File: config.mk
export PLATFORM = sky130hd
export DESIGN_NAME = fixed_block_free_list_pool
export DESIGN_NICKNAME = d
export VERILOG_FILES = /design/src/rtl/core/fbfl_pkg.sv /design/src/rtl/core/fbfl_dpath.sv /design/src/rtl/core/fbfl_ctrl.sv /design/src/rtl/core/fixed_block_free_list_pool.sv
export SDC_FILE = /design/constraint.sdc
export NUM_CORES = 1
export LEC_CHECK = 0
export BUFFER_PORTS_ARGS = -buffer_cell sky130_fd_sc_hd__buf_2
export CORE_ASPECT_RATIO = 1.5
export CORE_MARGIN = 3
export CORE_UTILIZATION = 30
export CTS_BUF_LIST = sky130_fd_sc_hd__clkbuf_16
export DETAILED_ROUTE_END_ITERATION = 6
export GPL_TIMING_DRIVEN = 0
export PLACE_DENSITY = 0.55
export SLEW_MARGIN = 20
export SYNTH_ARGS = -nofsm -noshare
export SYNTH_HDL_FRONTEND = slang
export SYNTH_SLANG_ARGS = --single-unit
File: constraint.sdc
create_clock -name clock -period 7.24 [get_ports clock]
set_clock_uncertainty 0.2 [all_clocks]
set_input_delay 1.448 -clock clock [delete_from_list [all_inputs] [get_ports clock]]
set_output_delay 1.448 -clock clock [all_outputs]
set_load 0.02 [all_outputs]
File: src/rtl/core/fbfl_pkg.sv
// fbfl_pkg: shared types and constants for the fixed block free list pool
// holds transaction payload structs, operation and csr codes, and the
// controller/datapath command and status structs; no dependencies
package fbfl_pkg;

   localparam int OP_W         = 2;
   localparam int INDEX_W      = 6;
   localparam int ADDR_W       = 32;
   localparam int COUNT_W      = 7;
   localparam int BLOCK_SIZE_W = 21;
   localparam int LIMIT_W      = 7;
   localparam int CSR_INDEX_W  = 2;
   localparam int CSR_DATA_W   = 32;

   // operation codes
   localparam logic [OP_W-1:0] OP_TAKE    = 2'd0;
   localparam logic [OP_W-1:0] OP_GIVE    = 2'd1;
   localparam logic [OP_W-1:0] OP_LOOKUP  = 2'd2;
   localparam logic [OP_W-1:0] OP_RESERVE = 2'd3;

   // register indexes
   localparam logic [CSR_INDEX_W-1:0] CSR_BLOCK_SIZE  = 2'd0;
   localparam logic [CSR_INDEX_W-1:0] CSR_POOL_BASE   = 2'd1;
   localparam logic [CSR_INDEX_W-1:0] CSR_BLOCK_LIMIT = 2'd2;

   // register reset values
   localparam logic [BLOCK_SIZE_W-1:0] BLOCK_SIZE_RST  = 21'd4096;
   localparam logic [ADDR_W-1:0]       POOL_BASE_RST   = 32'd0;
   localparam logic [LIMIT_W-1:0]      BLOCK_LIMIT_RST = 7'd64;

   typedef logic [INDEX_W-1:0] index_type;

   typedef struct packed {
      logic [OP_W-1:0]    op;
      logic [INDEX_W-1:0] block_index;
      logic [ADDR_W-1:0]  address;
      logic [COUNT_W-1:0] reserve_count;
   } req_type;

   typedef struct packed {
      logic               ok;
      logic [INDEX_W-1:0] result_index;
      logic [ADDR_W-1:0]  block_address;
      logic [COUNT_W-1:0] reserved_done;
   } rsp_type;

   // controller to datapath
   typedef struct packed {
      logic load_req;   // capture request, clear working result
      logic take_new;   // create a block and hand it out at once
      logic mem_read;   // read link of the list head
      logic pop;        // head takes the link just read
      logic give;       // push a block back
      logic create;     // create a block onto the list (reserve)
      logic mul_en;     // load the product register
      logic mul_span;   // multiplier operand: created count, else index
      logic div_start;  // load divider
      logic div_step;   // one quotient bit
      logic addr_add;   // base address of the working index
      logic emit;       // move working result to the output register
   } ctl_cmd_type;

   // datapath to controller
   typedef struct packed {
      logic [OP_W-1:0] op;
      logic            head_null;
      logic            can_create;
      logic            lookup_hit;
      logic            div_last;
      logic            resv_more;
      logic            out_free;
   } dp_sts_type;

endpackage

File: src/rtl/core/fbfl_dpath.sv
// fbfl_dpath: datapath of the block pool: csr registers, link memory, list head,
// multiplier, shift-subtract divider and output register
// depends on fbfl_pkg
module fbfl_dpath
   import fbfl_pkg::*;
#(
   parameter int MAX_BLOCKS = 64,
   parameter int ADDR_BITS  = 32
) (
   input  logic                   clock,
   input  logic                   reset,
   input  req_type                req_data,
   output logic                   rsp_valid,
   input  logic                   rsp_stall,
   output rsp_type                rsp_data,
   input  logic                   csr_wr_en,
   input  logic [CSR_INDEX_W-1:0] csr_index,
   input  logic [CSR_DATA_W-1:0]  csr_wdata,
   input  ctl_cmd_type            cmd,
   output dp_sts_type             sts
);

   // links and counts hold 0..MAX_BLOCKS, MAX_BLOCKS being the null link
   localparam int CNT_W  = $clog2(MAX_BLOCKS + 1);
   localparam int IDX_W  = (MAX_BLOCKS > 1) ? $clog2(MAX_BLOCKS) : 1;
   localparam int CMP_W  = (CNT_W > LIMIT_W) ? CNT_W : LIMIT_W;
   localparam int PROD_W = CNT_W + BLOCK_SIZE_W;
   localparam int HIT_W  = (PROD_W > ADDR_W) ? PROD_W : ADDR_W;
   localparam int SUM_W  = HIT_W + 1;
   localparam int DIV_W  = BLOCK_SIZE_W + CNT_W - 1;
   localparam int DCMP_W = (DIV_W > ADDR_W) ? DIV_W : ADDR_W;
   localparam int DCNT_W = $clog2(CNT_W) + 1;
   localparam logic [CNT_W-1:0]  NULL_LINK = CNT_W'(MAX_BLOCKS);
   localparam logic [ADDR_W-1:0] ADDR_MASK = (ADDR_BITS >= ADDR_W) ? {ADDR_W{1'b1}}
                                           : ADDR_W'((64'd1 << ADDR_BITS) - 64'd1);

   logic [CNT_W-1:0] link_mem [MAX_BLOCKS];

   req_type                  req_ff, req_in;
   logic [BLOCK_SIZE_W-1:0]  bs_ff, bs_in;
   logic [ADDR_W-1:0]        base_ff, base_in;
   logic [LIMIT_W-1:0]       limit_ff, limit_in;
   logic [CNT_W-1:0]         head_ff, head_in;
   logic [CNT_W-1:0]         created_ff, created_in;
   logic [CNT_W-1:0]         idx_ff, idx_in;
   logic                     ok_ff, ok_in;
   logic [ADDR_W-1:0]        baddr_ff, baddr_in;
   logic [COUNT_W-1:0]       done_ff, done_in;
   logic [PROD_W-1:0]        prod_ff, prod_in;
   logic [ADDR_W-1:0]        rem_ff, rem_in;
   logic [DIV_W-1:0]         div_ff, div_in;
   logic [DCNT_W-1:0]        dcnt_ff, dcnt_in;
   logic [CNT_W-1:0]         rd_link_ff;
   logic                     rsp_valid_ff, rsp_valid_in;
   rsp_type                  rsp_ff, rsp_in;

   logic                     mem_we;
   logic [IDX_W-1:0]         mem_waddr;
   logic [CNT_W-1:0]         mem_wdata;
   logic                     give_ok;
   logic [ADDR_W-1:0]        diff;
   logic                     div_ge;
   logic [SUM_W-1:0]         sum;
   logic [CNT_W-1:0]         mul_a;

   assign give_ok = 32'(req_ff.block_index) < MAX_BLOCKS;
   assign diff    = req_ff.address - base_ff;
   assign div_ge  = DCMP_W'(rem_ff) >= DCMP_W'(div_ff);
   assign sum     = SUM_W'(base_ff) + SUM_W'(prod_ff);
   assign mul_a   = cmd.mul_span ? created_ff : idx_ff;

   assign sts.op         = req_ff.op;
   assign sts.head_null  = head_ff >= NULL_LINK;
   assign sts.can_create = (CMP_W'(created_ff) < CMP_W'(limit_ff)) && (created_ff < NULL_LINK);
   assign sts.lookup_hit = (bs_ff != '0) && (req_ff.address >= base_ff)
                           && (HIT_W'(diff) < HIT_W'(prod_ff));
   assign sts.div_last   = dcnt_ff == '0;
   assign sts.resv_more  = done_ff < req_ff.reserve_count;
   assign sts.out_free   = !rsp_valid_ff || !rsp_stall;

   // link memory write port
   always_comb begin
      mem_we    = 1'b0;
      mem_waddr = created_ff[IDX_W-1:0];
      mem_wdata = head_ff;
      if (cmd.take_new) begin
         mem_we    = 1'b1;
         mem_wdata = NULL_LINK;
      end else if (cmd.create) begin
         mem_we    = 1'b1;
      end else if (cmd.give && give_ok) begin
         mem_we    = 1'b1;
         mem_waddr = IDX_W'(req_ff.block_index);
      end
   end

   always_comb begin
      req_in       = req_ff;
      bs_in        = bs_ff;
      base_in      = base_ff;
      limit_in     = limit_ff;
      head_in      = head_ff;
      created_in   = created_ff;
      idx_in       = idx_ff;
      ok_in        = ok_ff;
      baddr_in     = baddr_ff;
      done_in      = done_ff;
      prod_in      = prod_ff;
      rem_in       = rem_ff;
      div_in       = div_ff;
      dcnt_in      = dcnt_ff;
      rsp_valid_in = rsp_valid_ff;
      rsp_in       = rsp_ff;

      if (csr_wr_en) begin
         case (csr_index)
            CSR_BLOCK_SIZE:  bs_in    = csr_wdata[BLOCK_SIZE_W-1:0];
            CSR_POOL_BASE:   base_in  = csr_wdata[ADDR_W-1:0];
            CSR_BLOCK_LIMIT: limit_in = csr_wdata[LIMIT_W-1:0];
            default: ;
         endcase
      end

      if (cmd.load_req) begin
         req_in   = req_data;
         ok_in    = 1'b0;
         idx_in   = '0;
         baddr_in = '0;
         done_in  = '0;
      end
      // created block is popped straight away, so the head stays null
      if (cmd.take_new) begin
         idx_in     = created_ff;
         ok_in      = 1'b1;
         created_in = created_ff + CNT_W'(1);
      end
      if (cmd.mem_read) begin
         idx_in = head_ff;
         ok_in  = 1'b1;
      end
      if (cmd.pop) begin
         head_in = rd_link_ff;
      end
      if (cmd.give && give_ok) begin
         head_in = CNT_W'(req_ff.block_index);
      end
      if (cmd.create) begin
         head_in    = created_ff;
         created_in = created_ff + CNT_W'(1);
         done_in    = done_ff + COUNT_W'(1);
      end
      if (cmd.mul_en) begin
         prod_in = PROD_W'(mul_a) * PROD_W'(bs_ff);
      end
      // quotient is below the created count, so CNT_W bits suffice
      if (cmd.div_start) begin
         ok_in   = 1'b1;
         idx_in  = '0;
         rem_in  = diff;
         div_in  = DIV_W'(bs_ff) << (CNT_W - 1);
         dcnt_in = DCNT_W'(CNT_W - 1);
      end
      if (cmd.div_step) begin
         if (div_ge) begin
            rem_in = rem_ff - ADDR_W'(div_ff);
         end
         idx_in  = (idx_ff << 1) | CNT_W'(div_ge);
         div_in  = div_ff >> 1;
         dcnt_in = dcnt_ff - DCNT_W'(1);
      end
      if (cmd.addr_add) begin
         baddr_in = sum[ADDR_W-1:0] & ADDR_MASK;
      end

      if (rsp_valid_ff && !rsp_stall) begin
         rsp_valid_in = 1'b0;
      end
      if (cmd.emit) begin
         rsp_valid_in         = 1'b1;
         rsp_in.ok            = ok_ff;
         rsp_in.result_index  = index_type'(idx_ff);
         rsp_in.block_address = baddr_ff;
         rsp_in.reserved_done = done_ff;
      end
   end

   always_ff @(posedge clock) begin
      if (reset) begin
         bs_ff        <= BLOCK_SIZE_RST;
         base_ff      <= POOL_BASE_RST;
         limit_ff     <= BLOCK_LIMIT_RST;
         head_ff      <= NULL_LINK;
         created_ff   <= '0;
         rsp_valid_ff <= 1'b0;
      end else begin
         bs_ff        <= bs_in;
         base_ff      <= base_in;
         limit_ff     <= limit_in;
         head_ff      <= head_in;
         created_ff   <= created_in;
         rsp_valid_ff <= rsp_valid_in;
      end
   end

   always_ff @(posedge clock) begin
      req_ff   <= req_in;
      idx_ff   <= idx_in;
      ok_ff    <= ok_in;
      baddr_ff <= baddr_in;
      done_ff  <= done_in;
      prod_ff  <= prod_in;
      rem_ff   <= rem_in;
      div_ff   <= div_in;
      dcnt_ff  <= dcnt_in;
      rsp_ff   <= rsp_in;
   end

   always_ff @(posedge clock) begin
      if (mem_we) begin
         link_mem[mem_waddr] <= mem_wdata;
      end
      if (cmd.mem_read) begin
         rd_link_ff <= link_mem[head_ff[IDX_W-1:0]];
      end
   end

   assign rsp_valid = rsp_valid_ff;
   assign rsp_data  = rsp_ff;

endmodule

File: src/rtl/core/fbfl_ctrl.sv
// fbfl_ctrl: sequencing state machine of the block pool
// drives datapath commands from its status; depends on fbfl_pkg
module fbfl_ctrl
   import fbfl_pkg::*;
(
   input  logic        clock,
   input  logic        reset,
   input  logic        req_valid,
   output logic        req_stall,
   input  dp_sts_type  sts,
   output ctl_cmd_type cmd
);

   typedef enum logic [8:0] {
      S_IDLE    = 9'b000000001,
      S_EXEC    = 9'b000000010,
      S_TAKE_RD = 9'b000000100,
      S_CHECK   = 9'b000001000,
      S_DIV     = 9'b000010000,
      S_RESV    = 9'b000100000,
      S_MUL     = 9'b001000000,
      S_ADD     = 9'b010000000,
      S_DONE    = 9'b100000000
   } state_type;

   state_type state_ff, state_in;

   assign req_stall = state_ff != S_IDLE;

   always_comb begin
      cmd      = '0;
      state_in = state_ff;
      case (state_ff)
         S_IDLE: begin
            if (req_valid) begin
               cmd.load_req = 1'b1;
               state_in     = S_EXEC;
            end
         end
         S_EXEC: begin
            case (sts.op)
               OP_TAKE: begin
                  if (!sts.head_null) begin
                     cmd.mem_read = 1'b1;
                     state_in     = S_TAKE_RD;
                  end else if (sts.can_create) begin
                     cmd.take_new = 1'b1;
                     state_in     = S_MUL;
                  end else begin
                     state_in = S_DONE;
                  end
               end
               OP_GIVE: begin
                  cmd.give = 1'b1;
                  state_in = S_DONE;
               end
               OP_LOOKUP: begin
                  // span of created blocks for the range check
                  cmd.mul_en   = 1'b1;
                  cmd.mul_span = 1'b1;
                  state_in     = S_CHECK;
               end
               OP_RESERVE: state_in = S_RESV;
               default:    state_in = S_DONE;
            endcase
         end
         S_TAKE_RD: begin
            cmd.pop  = 1'b1;
            state_in = S_MUL;
         end
         S_CHECK: begin
            if (sts.lookup_hit) begin
               cmd.div_start = 1'b1;
               state_in      = S_DIV;
            end else begin
               state_in = S_DONE;
            end
         end
         S_DIV: begin
            cmd.div_step = 1'b1;
            if (sts.div_last) begin
               state_in = S_MUL;
            end
         end
         S_RESV: begin
            if (sts.resv_more && sts.can_create) begin
               cmd.create = 1'b1;
            end else begin
               state_in = S_DONE;
            end
         end
         S_MUL: begin
            cmd.mul_en = 1'b1;
            state_in   = S_ADD;
         end
         S_ADD: begin
            cmd.addr_add = 1'b1;
            state_in     = S_DONE;
         end
         S_DONE: begin
            if (sts.out_free) begin
               cmd.emit = 1'b1;
               state_in = S_IDLE;
            end
         end
         default: state_in = S_IDLE;
      endcase
   end

   always_ff @(posedge clock) begin
      if (reset) begin
         state_ff <= S_IDLE;
      end else begin
         state_ff <= state_in;
      end
   end

endmodule

File: src/rtl/core/fixed_block_free_list_pool.sv
// fixed_block_free_list_pool: top level of the fixed-size block pool
// joins the controller fbfl_ctrl and the datapath fbfl_dpath; depends on fbfl_pkg
//
//   channel  direction  handshake               payload
//   req      in         req_valid / req_stall   req_data  (req_type)
//   rsp      out        rsp_valid / rsp_stall   rsp_data  (rsp_type)
//   csr      in         csr_wr_en               csr_index, csr_wdata
//
// one transaction at a time; a take that gets a block, and a lookup hit, end
// with a multiply and an add; a hit divides first (one quotient bit per cycle);
// reserve makes its blocks with one link write per cycle.
// the output register lets the next transaction be taken while a result waits.
// reset is synchronous and needs no clearing pass; a stalled result holds.
module fixed_block_free_list_pool
   import fbfl_pkg::*;
#(
   parameter int MAX_BLOCKS = 64,
   parameter int ADDR_BITS  = 32
) (
   input  logic                   clock,
   input  logic                   reset,
   input  logic                   req_valid,
   output logic                   req_stall,
   input  req_type                req_data,
   output logic                   rsp_valid,
   input  logic                   rsp_stall,
   output rsp_type                rsp_data,
   input  logic                   csr_wr_en,
   input  logic [CSR_INDEX_W-1:0] csr_index,
   input  logic [CSR_DATA_W-1:0]  csr_wdata
);

   ctl_cmd_type cmd;
   dp_sts_type  sts;

   fbfl_ctrl u_ctrl (
      .clock     (clock),
      .reset     (reset),
      .req_valid (req_valid),
      .req_stall (req_stall),
      .sts       (sts),
      .cmd       (cmd)
   );

   fbfl_dpath #(
      .MAX_BLOCKS (MAX_BLOCKS),
      .ADDR_BITS  (ADDR_BITS)
   ) u_dpath (
      .clock     (clock),
      .reset     (reset),
      .req_data  (req_data),
      .rsp_valid (rsp_valid),
      .rsp_stall (rsp_stall),
      .rsp_data  (rsp_data),
      .csr_wr_en (csr_wr_en),
      .csr_index (csr_index),
      .csr_wdata (csr_wdata),
      .cmd       (cmd),
      .sts       (sts)
   );

endmodule

==> key figures <==
Synthesis
  • Sequential-to-total area share from yosys stat: 0.555
  • Mapped Area: around 40000 um^2
  • Number of flops mapped to enable cells by yosys: 652
  • Synth Area in Compound Gates: 0.0802
  • Adder-Cell Fraction of Synth Area: 0.105
  • Mux cell area share after synthesis: 0.0925
  • Simple-gate portion of the synthesized area: 0.108
  • Post-Synth XOR/XNOR Area: 0.0239
  • Yosys warns: 0
  • Yosys reg bits: between 700 and 800
  • Post-synth top area share: 0.495
  • Synth Flop Type: edfxtp_1
  • Most frequent cell after synthesis: edfxtp_1
  • Async S/R FF share, synth: 0
  • Cell count after synthesis: just over 3000
  • Largest cells by area after synthesis: edfxtp_1 50%, mux4_2 8.4%, dfxtp_1 6.0%, ha_1 5.5%, fa_1 4.9%
  • Main combinational cell family by area after synthesis: simple AND/OR/NAND/NOR gates
  • Synth area leader: edfxtp_1
  • Mean Syn Cell Area: 12.9 um^2
  • Most frequent cells after synthesis: 652 x edfxtp_1, 256 x nand2_1, 225 x inv_1, 206 x nor2_1, 175 x ha_1
  • Net Count, Synth: 3419
  • Unique masters post-synth: 83

Floorplanning
  • Die area: 136000 um^2
  • Core Area: 130000 um^2
  • Num rows: roughly 160
  • Die W: 302 um
  • Initial Util: 0.303
  • IO Pins: 134
  • Die Y: 451 um

Critical path
  • Worst setup SP type: flop
  • Largest stage delay on the critical path: 570 ps
  • Top cell by count, worst path: fa_1
  • Worst-path maximum fanout: 10
  • Critical Path Start: u_ctrl.state_ff[8]
  • CP Buf/Inv Count: 3
  • Crit path cell chain: or4_4, nor4_4, nand4b_1, buf_4, buf_4, mux2_2, buf_2, and2_1, fa_1, fa_1, fa_1, fa_1, ha_1, a21o_1, a21o_1, a21oi_4, nand2_1, o21a_2, nand2_1, nand4_1, a311o_1, a21oi_2, xnor2_2
  • Critical path's top delay family: adder cells
  • Crit Path Category: reg -> reg
  • Required time of the worst setup path: around 7400 ps
  • CP Capture Type: flop
  • Worst r2r src: u_ctrl.state_ff[8]
  • CP max stage cell: or4_4
  • Worst EP arrival: a little over 7000 ps

Placement
  • GPL Wtd Cong: 0.946
  • Post-detail-place hpwl: 83600 um
  • Port bufs: between 100 and 150

Final layout
  • Layout cells sized above 1: 0.150
  • Utilization after layout: 0.348
  • Seq. cell area: approximately 22000 um^2
  • Fill count: ~13000
  • Footprint of the multi-input gates: 16300 um^2
  • Nets: ~3600
  • Ant. Diodes: 0
  • Synthesis-to-layout area growth: 14.7%

Timing
  • Final Hold Fails: 0
  • Rel. slew slack: 0.224
  • Fmax: 143 MHz
  • Slew @ Worst Pin: 1160 ps
  • Period utilization: 0.968
  • Final min period: 7010 ps
  • Setup-failing EPs final: 0
  • Slew Limit Fails: 0
  • RSZ-0062 raised after global routing: yes

Detailed routing
  • 1st-pass router iterations: 7
  • Via count: approximately 25000
  • Antenna-violating nets left: 0
  • DR iter-0 viols: 1799
  • Remaining DRCs: 0
  • Post-DR wirelength/cell: between 20 and 25 um
  • Vias per cell: 4.96
  • Drt total wl: between 100000 and 150000 um

Clock network
  • Clock buffer depth: 3
  • Clk slew on worst S/H paths: 60 ps
  • TritonCTS buffer count: 81
  • Clk Latency, worst-skew pair: around 670 ps
  • Sink Count: 770
  • CTS H-tree depth: 3
  • CTS Root Cell: clkbuf_16
  • CTS tree: done

Global routing
  • Initial antenna violation count: 4
  • Aggregate global-route resource usage: 0.161
  • First-pass GRT wire length: 163000 um
  • Largest net degree at the start of global routing: 65
  • Vias in the first global route: ~26000
  • Total grt overflow: 0

Flow run
  • MaxCap Viol Count: 0

Pwr
  • Max IR drop VDD: 0.165 mV
  • Power Total: 10300 uW
  • Leakage power: 0.0165 uW
  • PD cells: 228 nW/um^2

Worst hold path
  • Hold Path Class: reg -> reg
  • Worst Hold Launch: u_dpath.baddr_ff[31]

Run status
  • Outcome: completed
## final timing paths
kind,end,cells past startpoint,slack (ps)
min reg2reg,u_dpath.rsp_data[38],0,210
max reg2reg,u_dpath.prod_ff[27],23,230
max,u_dpath.prod_ff[27],23,230
min,u_dpath.rsp_data[38],0,210
## sequential cells by signal, indices dropped and copies added (netlist names), 9 cells and up
signal and flops:
u_dpath.baddr_ff 32, u_ctrl.state_ff 9, u_dpath.link_mem 448, u_dpath.rem_ff 32, u_dpath.div_ff 27, u_dpath.bs_ff 21, u_dpath.req_ff 45, u_dpath.rsp_data 46
u_dpath.prod_ff 28, u_dpath.base_ff 32
## cells by family (layout without fill, tap and decap cells)
| logic type | count (synthesis) | in the layout |
|---|---|---|
| buf+inv | 365 | 650 |
| simple gates | 878 | 878 |
| mux | 180 | 180 |
| flops | 770 | 770 |
| compound gates | 488 | 488 |
| fa+ha+maj | 272 | 272 |
| xor+xnor | 108 | 108 |
## layout by cell type, fill, tap and decap left out, drive strengths merged, types with 10 or more instances in the layout
cell type and count:
a31oi 21, inv 244, mux4 147, o211ai 10, o21bai 14, o21ai 93, nor2b 77, mux2i 22
xnor2 65, buf 185, nand3 92, nand4 20, edfxtp 652, and3 29, a21oi 167, a21o 53
clkinv 32, nand3b 14, mux2 11, o21a 11, nor3 30, xor2 43, nand2 257, clkbuf 176
nor2 206, dfxtp 118, nand2b 35, fa 97, and2 75, a211oi 25, ha 175
## layer usage
metal / global-route usage / wire length (um) / vias to the layer above
met5: 0 / 0 / -
met4: 0.0834 / 5980 / 0
met3: 0.0224 / 5560 / 190
met2: 0.295 / 57700 / 724
met1: 0.180 / 41800 / 12600
li1: - / - / 11700
## through the flow
step	setup TNS, ps	area, um^2	hold slack [ps]	setup WS [ps]	std cells
after floorplan	0	39500	200	480	3061
after global placement	-19700	42300	201	-1600	4915
after detailed placement	-16160	42500	205	-1560	4918
after CTS	0	45200	204	7.09	5066
after global routing	-99.2	45300	215	-57.7	5068
final	0	45300	206	232	5068
## layout make-up
| cell class | count | share of cell area |
|---|---|---|
| Clock inverter | 64 | 0.0137 |
| Buffer | 140 | 0.0136 |
| Timing Repair Buffer | 140 | 0.0172 |
| Clock buffer | 81 | 0.0447 |
| Tap cell | 1722 | 0.0475 |
| Multi-Input combinational cell | 1926 | 0.360 |
| Inverter | 225 | 0.0187 |
| Sequential cell | 770 | 0.484 |
## power by group
part | total [uW] | leakage [uW] | internal (uW) | switching [uW]
clock network | 4160 | 0.00133 | 2350 | 1810
logic | 1190 | 0.00823 | 421 | 773
registers | 4970 | 0.00696 | 4900 | 70.4
total | 10300 | 0.0165 | 7670 | 2650
## what timing repair did
item | CTS | global route
hold buffers | 0 | 0
endpoints found under the hold margin | 0 | 0
gates resized for setup | 19 | 38
setup endpoints to repair | 19 | 36
buffers inserted | 3 | 2
pin swaps | 1 | 5
No activity file was read; power rests on OpenSTA's default activity.
